==> src/hdl/fpga_bitstream_header_parser_core_macros.svh <==
// assertion helpers for the bitstream header parser
// both forms use the clock and reset ports of the asserting module
`ifndef FPGA_BITSTREAM_HEADER_PARSER_CORE_MACROS_SVH
`define FPGA_BITSTREAM_HEADER_PARSER_CORE_MACROS_SVH

// condition implies consequence in the same cycle
`define FBHP_ASSERT_SAME(lbl, ante, cons, msg) \
   lbl: assert property (@(posedge clock) disable iff (reset) (ante) |-> (cons)) \
      else $error(msg);

// condition implies consequence in the next cycle
`define FBHP_ASSERT_NEXT(lbl, ante, cons, msg) \
   lbl: assert property (@(posedge clock) disable iff (reset) (ante) |=> (cons)) \
      else $error(msg);

`endif

==> src/hdl/fbhp_pkg.sv <==
package fbhp_pkg;

   // field widths
   localparam int LEN_BITS  = 24;
   localparam int BYTE_BITS = 8;
   localparam int WORD_BITS = 32;

   // parse phases
   typedef logic [2:0] phase_type;
   localparam phase_type PH_IDLE     = 3'd0;
   localparam phase_type PH_HDR1     = 3'd1;
   localparam phase_type PH_CSTART   = 3'd2;
   localparam phase_type PH_STRING   = 3'd3;
   localparam phase_type PH_PREAMBLE = 3'd4;
   localparam phase_type PH_CMD      = 3'd5;
   localparam phase_type PH_SKIP     = 3'd6;
   localparam phase_type PH_CAPTURE  = 3'd7;

   // capture targets
   typedef logic [1:0] target_type;
   localparam target_type TGT_NONE = 2'd0;
   localparam target_type TGT_ID   = 2'd1;
   localparam target_type TGT_CTRL = 2'd2;

   typedef logic [2:0] count_type;

   // byte values and opcodes
   localparam logic [7:0] BYTE_DUMMY = 8'hFF;
   localparam logic [7:0] BYTE_ZERO  = 8'h00;
   localparam logic [7:0] OP_NOOP_A  = 8'h79;
   localparam logic [7:0] OP_NOOP_B  = 8'h3B;
   localparam logic [7:0] OP_ID      = 8'hE2;
   localparam logic [7:0] OP_CTRL    = 8'h22;

   // image bounds
   localparam int MIN_IMAGE_LEN = 16;
   localparam int CMD_LOOKAHEAD = 8;
   localparam int PREAMBLE_LEN  = 4;

   // operand bytes before the captured word, and the word's bytes
   localparam count_type OPERAND_SKIP = 3'd3;
   localparam count_type WORD_BYTES   = 3'd4;

   // control word bit that marks an own boot address
   localparam int CTRL_BOOT_BIT = 20;

   // preamble byte at a given offset
   function automatic logic [7:0] preamble_byte(input logic [1:0] idx);
      logic [7:0] b;
      case (idx)
         2'd0:    b = 8'hFF;
         2'd1:    b = 8'hFF;
         2'd2:    b = 8'hBD;
         default: b = 8'hB3;
      endcase
      return b;
   endfunction

endpackage

==> src/hdl/fpga_bitstream_header_parser_core.sv <==
// Bitstream header parser: takes one image byte per cycle on the req channel (req_first_byte
// marks byte zero and restarts the parse) and delivers one verdict item on the rsp channel once
// the outcome is settled: start and comment header, preamble, then the command walk that captures
// the device ID and control word. Sustained rate is one byte per clock; the byte that settles a
// verdict passes the byte register and the single parse step that sits between it and the
// result register, where the verdict is registered. The input side stalls only while a verdict
// waits in the result register and the byte register is also full. Bytes that come while no
// parse runs, and without req_first_byte, give nothing. csr_image_length is to be written by the
// user only while the block is idle; the block itself does not enforce this. It is always ready.
`include "fpga_bitstream_header_parser_core_macros.svh"

module fpga_bitstream_header_parser_core
   import fbhp_pkg::*;
#(
   parameter int POSITION_BITS = 24
) (
   input  logic                 clock,
   input  logic                 reset,
   // configuration
   input  logic                 csr_valid,
   output logic                 csr_ready,
   input  logic [LEN_BITS-1:0]  csr_image_length,
   // byte stream
   input  logic                 req_valid,
   output logic                 req_ready,
   input  logic [BYTE_BITS-1:0] req_data_byte,
   input  logic                 req_first_byte,
   // verdict
   output logic                 rsp_valid,
   input  logic                 rsp_ready,
   output logic                 rsp_is_bitstream,
   output logic [WORD_BITS-1:0] rsp_device_id,
   output logic                 rsp_has_control_word,
   output logic [WORD_BITS-1:0] rsp_control_word,
   output logic                 rsp_own_boot_address
);

   localparam int PB       = POSITION_BITS;
   localparam int EXT_BITS = (PB > LEN_BITS) ? PB : LEN_BITS;

   // clamped image length
   logic [PB-1:0]       limit_ff;
   logic [PB-1:0]       limit_in;
   logic [EXT_BITS-1:0] len_ext;
   logic [EXT_BITS-1:0] mask_ext;

   // byte register
   logic                 x_valid_ff;
   logic [BYTE_BITS-1:0] x_byte_ff;
   logic                 x_first_ff;
   logic                 advance;

   // parse state
   phase_type      phase_ff,     phase_in;
   logic [PB-1:0]  pos_ff,       pos_in;
   count_type      skip_ff,      skip_in;
   logic [23:0]    shift_ff,     shift_in;
   target_type     tgt_ff,       tgt_in;
   logic [31:0]    id_word_ff,   id_word_in;
   logic           id_seen_ff,   id_seen_in;
   logic [31:0]    ctrl_word_ff, ctrl_word_in;
   logic           ctrl_seen_ff, ctrl_seen_in;
   logic           emit;

   // bound checks
   logic [PB-1:0]  pos_inc;
   logic [PB:0]    pos_inc_ext;
   logic [PB:0]    limit_ext;
   count_type      skip_dec;
   logic           cmd_fail;
   logic           pre_fail;
   logic           str_end;
   logic           short_img;
   logic [31:0]    new_word;

   // result register
   logic           rsp_valid_ff,  rsp_valid_in;
   logic           rsp_isb_ff;
   logic [31:0]    rsp_id_ff;
   logic           rsp_hcw_ff;
   logic [31:0]    rsp_cw_ff;
   logic           rsp_boot_ff;

   // configuration: clamp the length to what the position counter holds
   assign csr_ready = 1'b1;
   assign len_ext   = EXT_BITS'(csr_image_length);
   assign mask_ext  = EXT_BITS'({PB{1'b1}});
   assign limit_in  = (len_ext > mask_ext) ? PB'(mask_ext) : PB'(len_ext);

   always_ff @(posedge clock) begin
      if (reset) begin
         limit_ff <= '0;
      end else if (csr_valid && csr_ready) begin
         limit_ff <= limit_in;
      end
   end

   // byte register handshake
   assign advance   = x_valid_ff && (!rsp_valid_ff || rsp_ready);
   assign req_ready = !x_valid_ff || advance;

   always_ff @(posedge clock) begin
      if (reset) begin
         x_valid_ff <= 1'b0;
      end else if (req_ready) begin
         x_valid_ff <= req_valid;
      end
   end

   always_ff @(posedge clock) begin
      if (req_valid && req_ready) begin
         x_byte_ff  <= req_data_byte;
         x_first_ff <= req_first_byte;
      end
   end

   // look-ahead compares
   assign pos_inc     = pos_ff + PB'(1);
   assign pos_inc_ext = {1'b0, pos_inc};
   assign limit_ext   = {1'b0, limit_ff};
   assign skip_dec    = skip_ff - 3'd1;
   assign cmd_fail    = (pos_inc_ext + (PB+1)'(CMD_LOOKAHEAD)) > limit_ext;
   assign pre_fail    = (pos_inc_ext + (PB+1)'(PREAMBLE_LEN)) > limit_ext;
   assign str_end     = pos_inc >= limit_ff;
   assign short_img   = limit_ext < (PB+1)'(MIN_IMAGE_LEN);
   assign new_word    = {shift_ff, x_byte_ff};

   // one parse step per byte
   always_comb begin
      phase_in     = phase_ff;
      pos_in       = pos_ff;
      skip_in      = skip_ff;
      shift_in     = shift_ff;
      tgt_in       = tgt_ff;
      id_word_in   = id_word_ff;
      id_seen_in   = id_seen_ff;
      ctrl_word_in = ctrl_word_ff;
      ctrl_seen_in = ctrl_seen_ff;
      emit         = 1'b0;

      if (x_first_ff) begin
         pos_in       = '0;
         skip_in      = '0;
         shift_in     = '0;
         tgt_in       = TGT_NONE;
         id_word_in   = '0;
         id_seen_in   = 1'b0;
         ctrl_word_in = '0;
         ctrl_seen_in = 1'b0;
         if (short_img || x_byte_ff != BYTE_DUMMY) begin
            emit = 1'b1;
         end else begin
            phase_in = PH_HDR1;
            pos_in   = PB'(1);
         end
      end else begin
         case (phase_ff)
            PH_HDR1: begin
               if (x_byte_ff != BYTE_ZERO) begin
                  emit = 1'b1;
               end else begin
                  phase_in = PH_CSTART;
                  pos_in   = PB'(2);
               end
            end
            PH_CSTART, PH_STRING: begin
               if (phase_ff == PH_CSTART && x_byte_ff == BYTE_DUMMY) begin
                  if (pre_fail) begin
                     emit = 1'b1;
                  end else begin
                     phase_in = PH_PREAMBLE;
                     pos_in   = pos_inc;
                     skip_in  = '0;
                  end
               end else begin
                  phase_in = (x_byte_ff == BYTE_ZERO) ? PH_CSTART : PH_STRING;
                  pos_in   = pos_inc;
                  emit     = str_end;
               end
            end
            PH_PREAMBLE: begin
               if (x_byte_ff != preamble_byte(skip_ff[1:0])) begin
                  emit = 1'b1;
               end else if (skip_ff[1:0] == 2'd3) begin
                  skip_in  = '0;
                  pos_in   = pos_inc;
                  phase_in = PH_CMD;
                  emit     = cmd_fail;
               end else begin
                  skip_in = skip_ff + 3'd1;
                  pos_in  = pos_inc;
               end
            end
            PH_CMD: begin
               if (x_byte_ff == BYTE_DUMMY) begin
                  pos_in = pos_inc;
                  emit   = cmd_fail;
               end else if (x_byte_ff == OP_NOOP_A || x_byte_ff == OP_NOOP_B ||
                            x_byte_ff == OP_ID || x_byte_ff == OP_CTRL) begin
                  if (x_byte_ff == OP_ID) begin
                     tgt_in = TGT_ID;
                  end else if (x_byte_ff == OP_CTRL) begin
                     tgt_in = TGT_CTRL;
                  end else begin
                     tgt_in = TGT_NONE;
                  end
                  phase_in = PH_SKIP;
                  skip_in  = OPERAND_SKIP;
                  pos_in   = pos_inc;
               end else begin
                  emit = 1'b1;
               end
            end
            PH_SKIP: begin
               pos_in  = pos_inc;
               skip_in = skip_dec;
               if (skip_dec == '0) begin
                  if (tgt_ff == TGT_NONE) begin
                     phase_in = PH_CMD;
                     emit     = cmd_fail;
                  end else begin
                     phase_in = PH_CAPTURE;
                     skip_in  = WORD_BYTES;
                  end
               end
            end
            PH_CAPTURE: begin
               shift_in = new_word[23:0];
               pos_in   = pos_inc;
               skip_in  = skip_dec;
               if (skip_dec == '0) begin
                  if (tgt_ff == TGT_ID) begin
                     id_word_in = new_word;
                     id_seen_in = 1'b1;
                  end else begin
                     ctrl_word_in = new_word;
                     ctrl_seen_in = 1'b1;
                  end
                  tgt_in   = TGT_NONE;
                  phase_in = PH_CMD;
                  emit     = cmd_fail;
               end
            end
            default: begin
               phase_in = PH_IDLE;
            end
         endcase
      end

      // a verdict always returns the parser to idle
      if (emit) begin
         phase_in = PH_IDLE;
      end
   end

   // parse state registers
   always_ff @(posedge clock) begin
      if (reset) begin
         phase_ff     <= PH_IDLE;
         pos_ff       <= '0;
         skip_ff      <= '0;
         shift_ff     <= '0;
         tgt_ff       <= TGT_NONE;
         id_word_ff   <= '0;
         id_seen_ff   <= 1'b0;
         ctrl_word_ff <= '0;
         ctrl_seen_ff <= 1'b0;
      end else if (advance) begin
         phase_ff     <= phase_in;
         pos_ff       <= pos_in;
         skip_ff      <= skip_in;
         shift_ff     <= shift_in;
         tgt_ff       <= tgt_in;
         id_word_ff   <= id_word_in;
         id_seen_ff   <= id_seen_in;
         ctrl_word_ff <= ctrl_word_in;
         ctrl_seen_ff <= ctrl_seen_in;
      end
   end

   // result register
   assign rsp_valid_in = advance ? emit : (rsp_valid_ff && !rsp_ready);

   always_ff @(posedge clock) begin
      if (reset) begin
         rsp_valid_ff <= 1'b0;
      end else begin
         rsp_valid_ff <= rsp_valid_in;
      end
   end

   always_ff @(posedge clock) begin
      if (advance && emit) begin
         rsp_isb_ff  <= id_seen_in;
         rsp_id_ff   <= id_word_in;
         rsp_hcw_ff  <= ctrl_seen_in;
         rsp_cw_ff   <= ctrl_word_in;
         rsp_boot_ff <= ctrl_seen_in && ctrl_word_in[CTRL_BOOT_BIT];
      end
   end

   assign rsp_valid            = rsp_valid_ff;
   assign rsp_is_bitstream     = rsp_isb_ff;
   assign rsp_device_id        = rsp_id_ff;
   assign rsp_has_control_word = rsp_hcw_ff;
   assign rsp_control_word     = rsp_cw_ff;
   assign rsp_own_boot_address = rsp_boot_ff;

   // checks
   `FBHP_ASSERT_NEXT(a_idle_after_verdict, advance && emit, phase_ff == PH_IDLE, "parser not idle after verdict")
   `FBHP_ASSERT_SAME(a_boot_needs_ctrl, rsp_valid_ff && rsp_own_boot_address, rsp_has_control_word, "boot flag without control word")
   `FBHP_ASSERT_SAME(a_ctrl_zero, rsp_valid_ff && !rsp_has_control_word, rsp_control_word == '0, "control word set without capture")
   `FBHP_ASSERT_SAME(a_id_zero, rsp_valid_ff && !rsp_is_bitstream, rsp_device_id == '0, "device id set without capture")
   `FBHP_ASSERT_SAME(a_stall_cause, !req_ready, x_valid_ff && rsp_valid_ff, "input stalled with free slot")

endmodule

==> config.mk <==
export PLATFORM = sky130hd
export DESIGN_NAME = fpga_bitstream_header_parser_core
export DESIGN_NICKNAME = d
export VERILOG_FILES = /design/src/hdl/fbhp_pkg.sv /design/src/hdl/fpga_bitstream_header_parser_core.sv
export VERILOG_INCLUDE_DIRS = /design/src /design/src/hdl
export SDC_FILE = /design/constraint.sdc
export NUM_CORES = 1
export LEC_CHECK = 0
export BUFFER_PORTS_ARGS = -buffer_cell sky130_fd_sc_hd__buf_2
export CORE_MARGIN = 4
export CORE_UTILIZATION = 61
export CTS_CLUSTER_SIZE = 12
export DETAILED_ROUTE_END_ITERATION = 6
export PLACE_DENSITY = 0.8
export SLEW_MARGIN = 20
export SYNTH_ARGS = -nofsm -noshare
export SYNTH_HDL_FRONTEND = slang
export SYNTH_SLANG_ARGS = --single-unit
==> constraint.sdc <==
create_clock -name clock -period 10.3 [get_ports clock]
set_clock_uncertainty 0.05 [all_clocks]
set_input_delay 2.575 -clock clock [delete_from_list [all_inputs] [get_ports clock]]
set_output_delay 2.575 -clock clock [all_outputs]
set_load 0.005 [all_outputs]
Yosys cells after proc, flatten, opt, wreduce, memory -nomap -nowiden
Cells that the tools add are included.
{"block": "op_classes", "addsub": 5, "order_cmp": 5, "eq_ne": 36, "mux": 77, "n_reduce_logical": 32}
{"cell": "$mux 32", "n": 8}
{"cell": "$mux 24", "n": 10}
{"cell": "$pmux 24 s5", "n": 1}
{"cell": "$mux 3", "n": 21}
{"cell": "$gt 25x24->1", "n": 2}
{"cell": "$ne 4x4->1 const B", "n": 9}
{"cell": "$add 24x3->25 const B", "n": 1}
{"cell": "$add 24x4->25 const B", "n": 1}
{"cell": "$add 24x1->24 const B", "n": 1}
{"cell": "$ge 24x24->1", "n": 1}
{"cell": "$gt 24x24->1 const B", "n": 1}
{"cell": "$lt 24x5->1 const B", "n": 1}
{"cell": "$ne 3x3->1 const B", "n": 8}
{"cell": "$mux 1", "n": 23}
{"cell": "$pmux 3 s6", "n": 1}
{"cell": "$eq 8x6->1 const B", "n": 2}
{"cell": "$eq 8x8->1 const B", "n": 2}
{"cell": "$mux 8", "n": 2}
{"cell": "$pmux 3 s5", "n": 1}
{"cell": "$mux 2", "n": 7}
{"cell": "$pmux 7 s2", "n": 1}
{"cell": "$eq 3x3->1 const B", "n": 4}
{"cell": "$reduce_bool 6->1", "n": 2}
{"cell": "$reduce_and 10->1", "n": 1}
{"cell": "other kinds (26)", "n": 44}
{"block": "word_totals", "regBits": 224, "inputBits": 38, "out_inout_bits": 70, "elab_cells": 174}

Longest topological paths before layout
Gate-level depths: netlist of run 1.
{"block": "logic_depth", "word_depth": 11, "mapped_depth": 24, "depth_no_buf": 22}

Worst setup path before layout of run 1
No wires, ideal clock.
{"block": "synth_path", "kind": "register -> register", "startpoint": "register pos_ff[1]", "endpoint": "register rsp_cw_ff[0] (netlist: rsp_control_word[0]) (enable)", "setup_ns": 0.432, "arrival_ns": 6.213, "t_required_ns": 9.818, "slack_ns": 3.605, "path_stages_with_launch": 22, "path_cell_list": "dfxtp_1 ha_1 clkbuf_1 xor2_1 ha_1 nand4b_1 o22ai_1 nor3_1 nor3b_1 nand4_1 nor2_1 nand2_1 xnor2_1 ha_1 nand4_1 or4_1 nand4_1 o21ai_0 o21ai_0 nor2_2 a31oi_1 and2_1"}
{"block": "synth_between", "elab_chain_cells": 8}
{"item": "from (decl)", "line": "fpga_bitstream_header_parser_core.sv:55", "source": "logic [PB-1:0] pos_ff, pos_in;"}
{"item": "from (signal assigned)", "line": "fpga_bitstream_header_parser_core.sv:270", "source": "pos_ff <= pos_in;"}
{"item": "$add 24x1->24 *", "line": "fpga_bitstream_header_parser_core.sv:118", "source": "assign pos_inc = pos_ff + PB'(1);"}
{"item": "$add 24x4->25 / $add 24x3->25 (equally long branches)", "line": "fpga_bitstream_header_parser_core.sv:122, fpga_bitstream_header_parser_core.sv:123"}
{"item": "$gt 25x24->1 (on tied branches)", "line": "fpga_bitstream_header_parser_core.sv:122, fpga_bitstream_header_parser_core.sv:123"}
{"item": "$mux 1 (on tied branches)", "line": "fpga_bitstream_header_parser_core.sv:218, fpga_bitstream_header_parser_core.sv:168, fpga_bitstream_header_parser_core.sv:184"}
{"item": "$mux 1 (on tied branches)", "line": "fpga_bitstream_header_parser_core.sv:217, fpga_bitstream_header_parser_core.sv:167, fpga_bitstream_header_parser_core.sv:182"}
{"item": "$pmux 1 s6 *", "line": "fpga_bitstream_header_parser_core.sv:157", "source": "case (phase_ff)"}
{"item": "$mux 1 *", "line": "fpga_bitstream_header_parser_core.sv:141", "source": "if (x_first_ff) begin"}
{"item": "$logic_and 1x1->1 *", "line": "fpga_bitstream_header_parser_core.sv:293", "source": "if (advance && emit) begin"}
{"item": "to (signal assigned)", "line": "fpga_bitstream_header_parser_core.sv:297", "source": "rsp_cw_ff <= ctrl_word_in;"}
{"item": "to (decl)", "line": "fpga_bitstream_header_parser_core.sv:81", "source": "logic [31:0] rsp_cw_ff;"}
Every way passes the cells marked *; elsewhere a longest branch is shown, timed or not.
A chain may end at the register's enable or synchronous reset.

Final worst setup path of run 1
{"block": "layout_path", "startpoint": "register pos_ff[0]", "endpoint": "register rsp_id_ff[13] (netlist: rsp_device_id[13]) (enable)"}
{"block": "layout_between", "elab_chain_cells": 8}
{"item": "$add 24x1->24 *", "line": "fpga_bitstream_header_parser_core.sv:118"}
{"item": "$add 24x4->25 / $add 24x3->25 (equally long branches)", "line": "fpga_bitstream_header_parser_core.sv:122, fpga_bitstream_header_parser_core.sv:123"}
{"item": "$gt 25x24->1 (on tied branches)", "line": "fpga_bitstream_header_parser_core.sv:122, fpga_bitstream_header_parser_core.sv:123"}
{"item": "$mux 1 (on tied branches)", "line": "fpga_bitstream_header_parser_core.sv:218, fpga_bitstream_header_parser_core.sv:168, fpga_bitstream_header_parser_core.sv:184"}
{"item": "$mux 1 (on tied branches)", "line": "fpga_bitstream_header_parser_core.sv:217, fpga_bitstream_header_parser_core.sv:167, fpga_bitstream_header_parser_core.sv:182"}
{"item": "$pmux 1 s6 *", "line": "fpga_bitstream_header_parser_core.sv:157"}
{"item": "$mux 1 *", "line": "fpga_bitstream_header_parser_core.sv:141"}
{"item": "$logic_and 1x1->1 *", "line": "fpga_bitstream_header_parser_core.sv:293"}
{"item": "to (signal assigned)", "line": "fpga_bitstream_header_parser_core.sv:295", "source": "rsp_id_ff <= id_word_in;"}
{"item": "to (decl)", "line": "fpga_bitstream_header_parser_core.sv:79", "source": "logic [31:0] rsp_id_ff;"}
Marks and branches as above.

==> results.toml, run 1 <==
[routing]
drt_iter0_drc = 1349
routed_wl_microns = 32000
dr_total_vias = 10900
vias_per_cell = 6.05
drtAntennaViolNets = 0
first_pass_iters = 6
post_drt_wl_per_cell_microns = 17.8
drc = 0

[die]
ios = 108
dieHeight_microns = 149
die-width_microns = 149
die_area_sq_um = 22300
design.core.area_sq_um = 19500
rows = 51
start_util = 0.624

[synth]
synth_cells = 1453
synth_seq_cells = 224
avgSynthCellArea_sq_um = 8.39
synth_top_area_frac = 0.243
synth_area_leaders = "dfxtp_1, edfxtp_1, nand2_1"
synth_area_sq_um = 12200
synth_edf_count = 76
synth_top_cell_by_area = "dfxtp_1"
yosysUniqueCellTypes = 72
syn_nets = 1566
ys_seq_area_frac = 0.430
ys_warn_count = 0
async_flop_share = 0
ys.flop_type = "dfxtp_1"

[global_route]
grt_pass1_vias = 9726
overflow = 0
grt_use_total = 0.280
grt_pass1_wl_microns = 50700
grt_antenna_before_repair = 0
grt_start_max_net_pins = 112

[placement]
hpwl_microns = 22300
place_area_sq_um = 12800
port_buffers = 106
routabilityCongestion = 0.952

[worst_setup_path]
crit_slowest_cell = "and2_2"
crit_path_end_kind = "register"
critPathKind = "register to register"
startpoint_type = "register"
cpPeakStageDelay_ns = 0.57
crit_chain = "ha_1 > nand3_1 > or2_2 > or3_1 > a21boi_1 > nand3_1 > nor3_1 > nand2_1 > xnor2_1 > ha_1 > nand4_1 > nor4_1 > o221ai_1 > nand4_1 > o21ai_0 > o21ai_0 > nor2_2 > a31oi_1 > and2_2 > buf_4"
arrival_ns = 7.56
cp_max_fo = 42
required_ns = 10.40

[clock_network]
post_cts_resized = 0
cts_tree = "built"
htreeDepth = 1
postCtsHoldBufs = 0
clk_pin_slew_ns = 0.07
post_cts_buffers = 0
numCtsBuffers = 24
clock_path_buffers = 3
cts-root-buf = "clkbuf_16"
clkSinkCount = 224
clock_latency_ns = 0.53

[sta]
maxSlewHeadroom = 0.379
finalMaxSlewViolations = 0
hold_viol_final = 0
max_freq_mhz = 134
min_period_ns = 7.46
worstMarginPinSlew_ns = 0.920
setup_tns_ns = 0
rsz0062_at_grt = "no"
setup_violations = 0
min_period_over_period = 0.725
holdWs_ns = 0.404

[pwr]
finalPower_uw = 1860
leakage_uw = 0.00490
p_sw_uw = 441
irDropWorstVdd_v = 0.000126
p_per_area_nw_per_um2 = 137
p_sw_frac = 0.237
p_clk_frac = 0.427
power_frac_seq = 0.507
power_frac_comb = 0.066
intPower_uw = 1420

[status]
status = "finished clean"

[cells_and_area]
area_growth_pct = 11.2
fillers = 1569
layout_commonest_cell = "nand2_1"
drive_gt1_frac = 0.109
nNetsFinal = 1624
design_area_sq_um = 13500
seqCellArea_sq_um = 5250
diodes = 0
multi_input_area_sq_um = 6410
final_cell_mix = "nand2_1, a21oi_1, dfxtp_1"

[job]
maxCapViolations = 0

[worst_hold_path]
hp-class = "register to register"
-- per-layer routing --
| layer | vias to the layer above | GRT usage | share of wire |
|---|---|---|---|
| met2 | 525 | 0.412 | 0.43 |
| met3 | 62 | 0.0395 | 0.092 |
| li1 | 5215 | - | - |
| met5 | - | 0 | 0 |
| met4 | 0 | 0.0700 | 0.022 |
| met1 | 5059 | 0.433 | 0.45 |
-- critical path: cells and delay by family (launching register included) --
family | cells | cell delay (ns)
compound gates | 5 | 1.55
xor+xnor | 1 | 0.16
fa+ha+maj | 2 | 0.84
buf+inv | 1 | 0.55
flops | 1 | 0.52
simple gates | 11 | 3.37
-- state kept, by name, indices dropped and copies added (netlist names), 8 cells and up --
signal / count
ctrl_word_ff: 32
id_word_ff: 32
limit_ff: 24
pos_ff: 24
rsp_control_word: 32
rsp_device_id: 32
shift_ff: 24
x_byte_ff: 8
-- cell families after synthesis --
logic type,count (synthesis),synth area share
AO/OA/AOI/OAI,323,0.159
XOR/XNOR,50,0.0366
adder cells (fa/ha/maj),75,0.0770
buffers and inverters,142,0.0453
flip-flops,224,0.430
multiplexers,28,0.0230
other,1,0.000308
AND/OR/NAND/NOR,610,0.229
-- path summary, 6_finish.rpt --
path / startpoint / to / slack (ns) / cells after the start
worst min register to register: ctrl_word_ff[1] / ctrl_word_ff[1] / 0.40 / 2
worst max-delay path: pos_ff[0] / rsp_device_id[13] / 2.84 / 20
worst min-delay path: ctrl_word_ff[1] / ctrl_word_ff[1] / 0.40 / 2
worst max register to register: pos_ff[0] / rsp_device_id[13] / 2.84 / 20
-- cell usage after synthesis (12+ instances only) --
| master | n |
|---|---|
| nand3_1 | 37 |
| o31ai_1 | 12 |
| nand2_1 | 316 |
| nand4_1 | 22 |
| clkbuf_1 | 64 |
| buf_2 | 12 |
| xnor2_1 | 40 |
| nand2b_1 | 19 |
| a22oi_1 | 25 |
| nor3_1 | 20 |
| mux2i_1 | 28 |
| o21ai_0 | 45 |
| ha_1 | 75 |
| a21oi_1 | 168 |
| nor2_1 | 104 |
| nor2b_1 | 15 |
| inv_1 | 52 |
| a31oi_1 | 14 |
| nor4_1 | 17 |
| edfxtp_1 | 76 |
| dfxtp_1 | 148 |
-- power groups by stage --
stage          Sequential, uW  Clock, uW  Combinational, uW
2_1_floorplan             958          0               81.7
3_3_place_gp              962          0                119
3_5_place_dp              963          0                121
4_1_cts                   944        806                121
5_1_grt                   945        847                136
6_report                  944        795                123
-- layout make-up --
cell class                 instances  share of cell area
clock buffer                      38              0.0497
clock inverter                     6             0.00332
inverter                          54              0.0150
multi-input combinational       1087               0.473
sequential                       224               0.387
tap                              265              0.0245
timing repair buffer             120              0.0474
-- per-stage QoR --
| step | worst slack, ns | instances | utilization |
|---|---|---|---|
| 6_report | 2.84 | 1794 | 0.694 |
| 5_1_grt | 2.31 | 1794 | 0.694 |
| 4_1_cts | 2.96 | 1794 | 0.694 |
| 3_5_place_dp | 2.99 | 1750 | 0.657 |
| 3_3_place_gp | 3.33 | 1750 | 0.657 |
| 2_1_floorplan | 3.61 | 1453 | - |
(Power assumes the default switching activity.)
==> inputs of run 2 (changes only) <==
--- a/config.mk
+++ b/config.mk
@@ -8,10 +8,10 @@
 export LEC_CHECK = 0
 export BUFFER_PORTS_ARGS = -buffer_cell sky130_fd_sc_hd__buf_2
 export CORE_MARGIN = 4
-export CORE_UTILIZATION = 61
+export CORE_UTILIZATION = 54
 export CTS_CLUSTER_SIZE = 12
 export DETAILED_ROUTE_END_ITERATION = 6
-export PLACE_DENSITY = 0.8
+export PLACE_DENSITY = 0.75
 export SLEW_MARGIN = 20
 export SYNTH_ARGS = -nofsm -noshare
 export SYNTH_HDL_FRONTEND = slang
==> constraint.sdc (replaced) <==
create_clock -name clock -period 6.67 [get_ports clock]
set_clock_uncertainty 0.05 [all_clocks]
set_input_delay 1.6675 -clock clock [delete_from_list [all_inputs] [get_ports clock]]
set_output_delay 1.6675 -clock clock [all_outputs]
set_load 0.005 [all_outputs]
==> results.toml, run 2 (synthesis results as in run 1) <==
[routing]
post_drt_wl_per_cell_microns = 18.6
vias_per_cell = 5.98
drt_iter0_drc = 1036
drtAntennaViolNets = 0
first_pass_iters = 6
dr_total_vias = 10900
drc = 0
routed_wl_microns = 33800

[pwr]
finalPower_uw = 2990
irDropWorstVdd_v = 0.000161
power_frac_seq = 0.489
leakage_uw = 0.00500
p_clk_frac = 0.446
intPower_uw = 2270
p_sw_uw = 718
p_per_area_nw_per_um2 = 218
p_sw_frac = 0.240
power_frac_comb = 0.065

[sta]
max_freq_mhz = 163
layout_setup_ws_ns = 0.531
setup_tns_ns = 0
worstMarginPinSlew_ns = 0.997
setup_violations = 0
maxSlewHeadroom = 0.329
min_period_ns = 6.14
rsz0062_at_grt = "no"
finalMaxSlewViolations = 0
hold_viol_final = 0
holdWs_ns = 0.403
min_period_over_period = 0.920

[worst_setup_path]
critPathKind = "register to register"
required_ns = 6.82
crit_chain = "ha_1 > nand3_1 > or2_2 > or4_1 > nand2_1 > nand3_1 > nor3_1 > nand2_1 > xnor2_1 > ha_1 > nand4_1 > nor4_1 > o221ai_1 > nand4_1 > o21ai_0 > o21ai_1 > nor2_2 > a31oi_1 > and2_2 > buf_12"
arrival_ns = 6.29
startpoint_type = "register"
cpPeakStageDelay_ns = 0.56
cp_max_fo = 67
crit_path_end_kind = "register"
crit_slowest_cell = "or4_1"

[global_route]
overflow = 0
grt_use_total = 0.265
grt_pass1_vias = 9859
grt_start_max_net_pins = 72
grt_antenna_before_repair = 0
grt_pass1_wl_microns = 53600

[clock_network]
htreeDepth = 1
numCtsBuffers = 25
clock_path_buffers = 3
cts-root-buf = "clkbuf_16"
clk_pin_slew_ns = 0.06
clkSinkCount = 224
cts_tree = "built"
clock_latency_ns = 0.55
post_cts_buffers = 0
post_cts_resized = 0
postCtsHoldBufs = 0

[placement]
dp_worst_setup_slack_ns = 0.487
port_buffers = 106
hpwl_microns = 24000
place_area_sq_um = 13000
routabilityCongestion = 1.03

[die]
dieHeight_microns = 158
die_area_sq_um = 25000
die-width_microns = 158
design.core.area_sq_um = 22000
ios = 108
rows = 54
start_util = 0.553

[cells_and_area]
nNetsFinal = 1636
final_cell_mix = "nand2_1, a21oi_1, dfxtp_1"
layout_commonest_cell = "nand2_1"
fillers = 1888
area_growth_pct = 12.7
design_area_sq_um = 13700
drive_gt1_frac = 0.118
diodes = 0

[job]
maxCapViolations = 0

[worst_hold_path]
hp-class = "register to register"

[status]
status = "finished clean"
==> run 2: worst paths after layout <==
| path | depth (start not counted) | start | slack, ns | end |
|---|---|---|---|---|
| hold / removal | 2 | id_word_ff[7] | 0.40 | id_word_ff[7] |
| setup / recovery | 20 | pos_ff[0] | 0.53 | rsp_control_word[12] |
| hold reg to reg | 2 | id_word_ff[7] | 0.40 | id_word_ff[7] |
| setup reg to reg | 20 | pos_ff[0] | 0.53 | rsp_control_word[12] |
==> run 2: routing by layer <==
layer,share of wire,wire [microns],vias up,track usage
li1,-,-,5254,-
met1,0.46,15600,5116,0.405
met2,0.42,14300,474,0.387
met3,0.090,3050,57,0.0476
met4,0.024,803,0,0.0678
met5,0,0,-,0
==> run 2: worst max-delay path, delay by kind of cell (launching register included) <==
kind            cells  cell delay [ns]
buf+inv             1             0.33
flops               1             0.52
compound gates      4             0.94
simple gates       12             3.23
xor+xnor            1             0.15
fa+ha+maj           2             0.53
==> run 2: power by group through the flow <==
stage / Clock (uW) / Combinational, uW / Sequential (uW)
finish: 1330 / 194 / 1460
global route: 1410 / 214 / 1460
CTS: 1350 / 193 / 1460
detailed placement: 0 / 192 / 1490
global placement: 0 / 191 / 1490
floorplan: 0 / 126 / 1480
==> run 2: per-stage QoR <==
| stage | instances | utilization |
|---|---|---|
| detailed placement | 1776 | 0.588 |
| global route | 1822 | 0.624 |
| CTS | 1822 | 0.624 |
| finish | 1822 | 0.624 |
| global placement | 1776 | 0.588 |
| floorplan | 1453 | - |
==> run 2: cell type report <==
type                            count  area [sq um]  area share
Multi-Input combinational cell   1087          6420       0.467
Inverter                           54           203      0.0148
Sequential cell                   224          5250       0.382
Clock inverter                      9          86.3     0.00628
Timing Repair Buffer              131           733      0.0534
Tap cell                          280           350      0.0255
Clock buffer                       37           701      0.0510
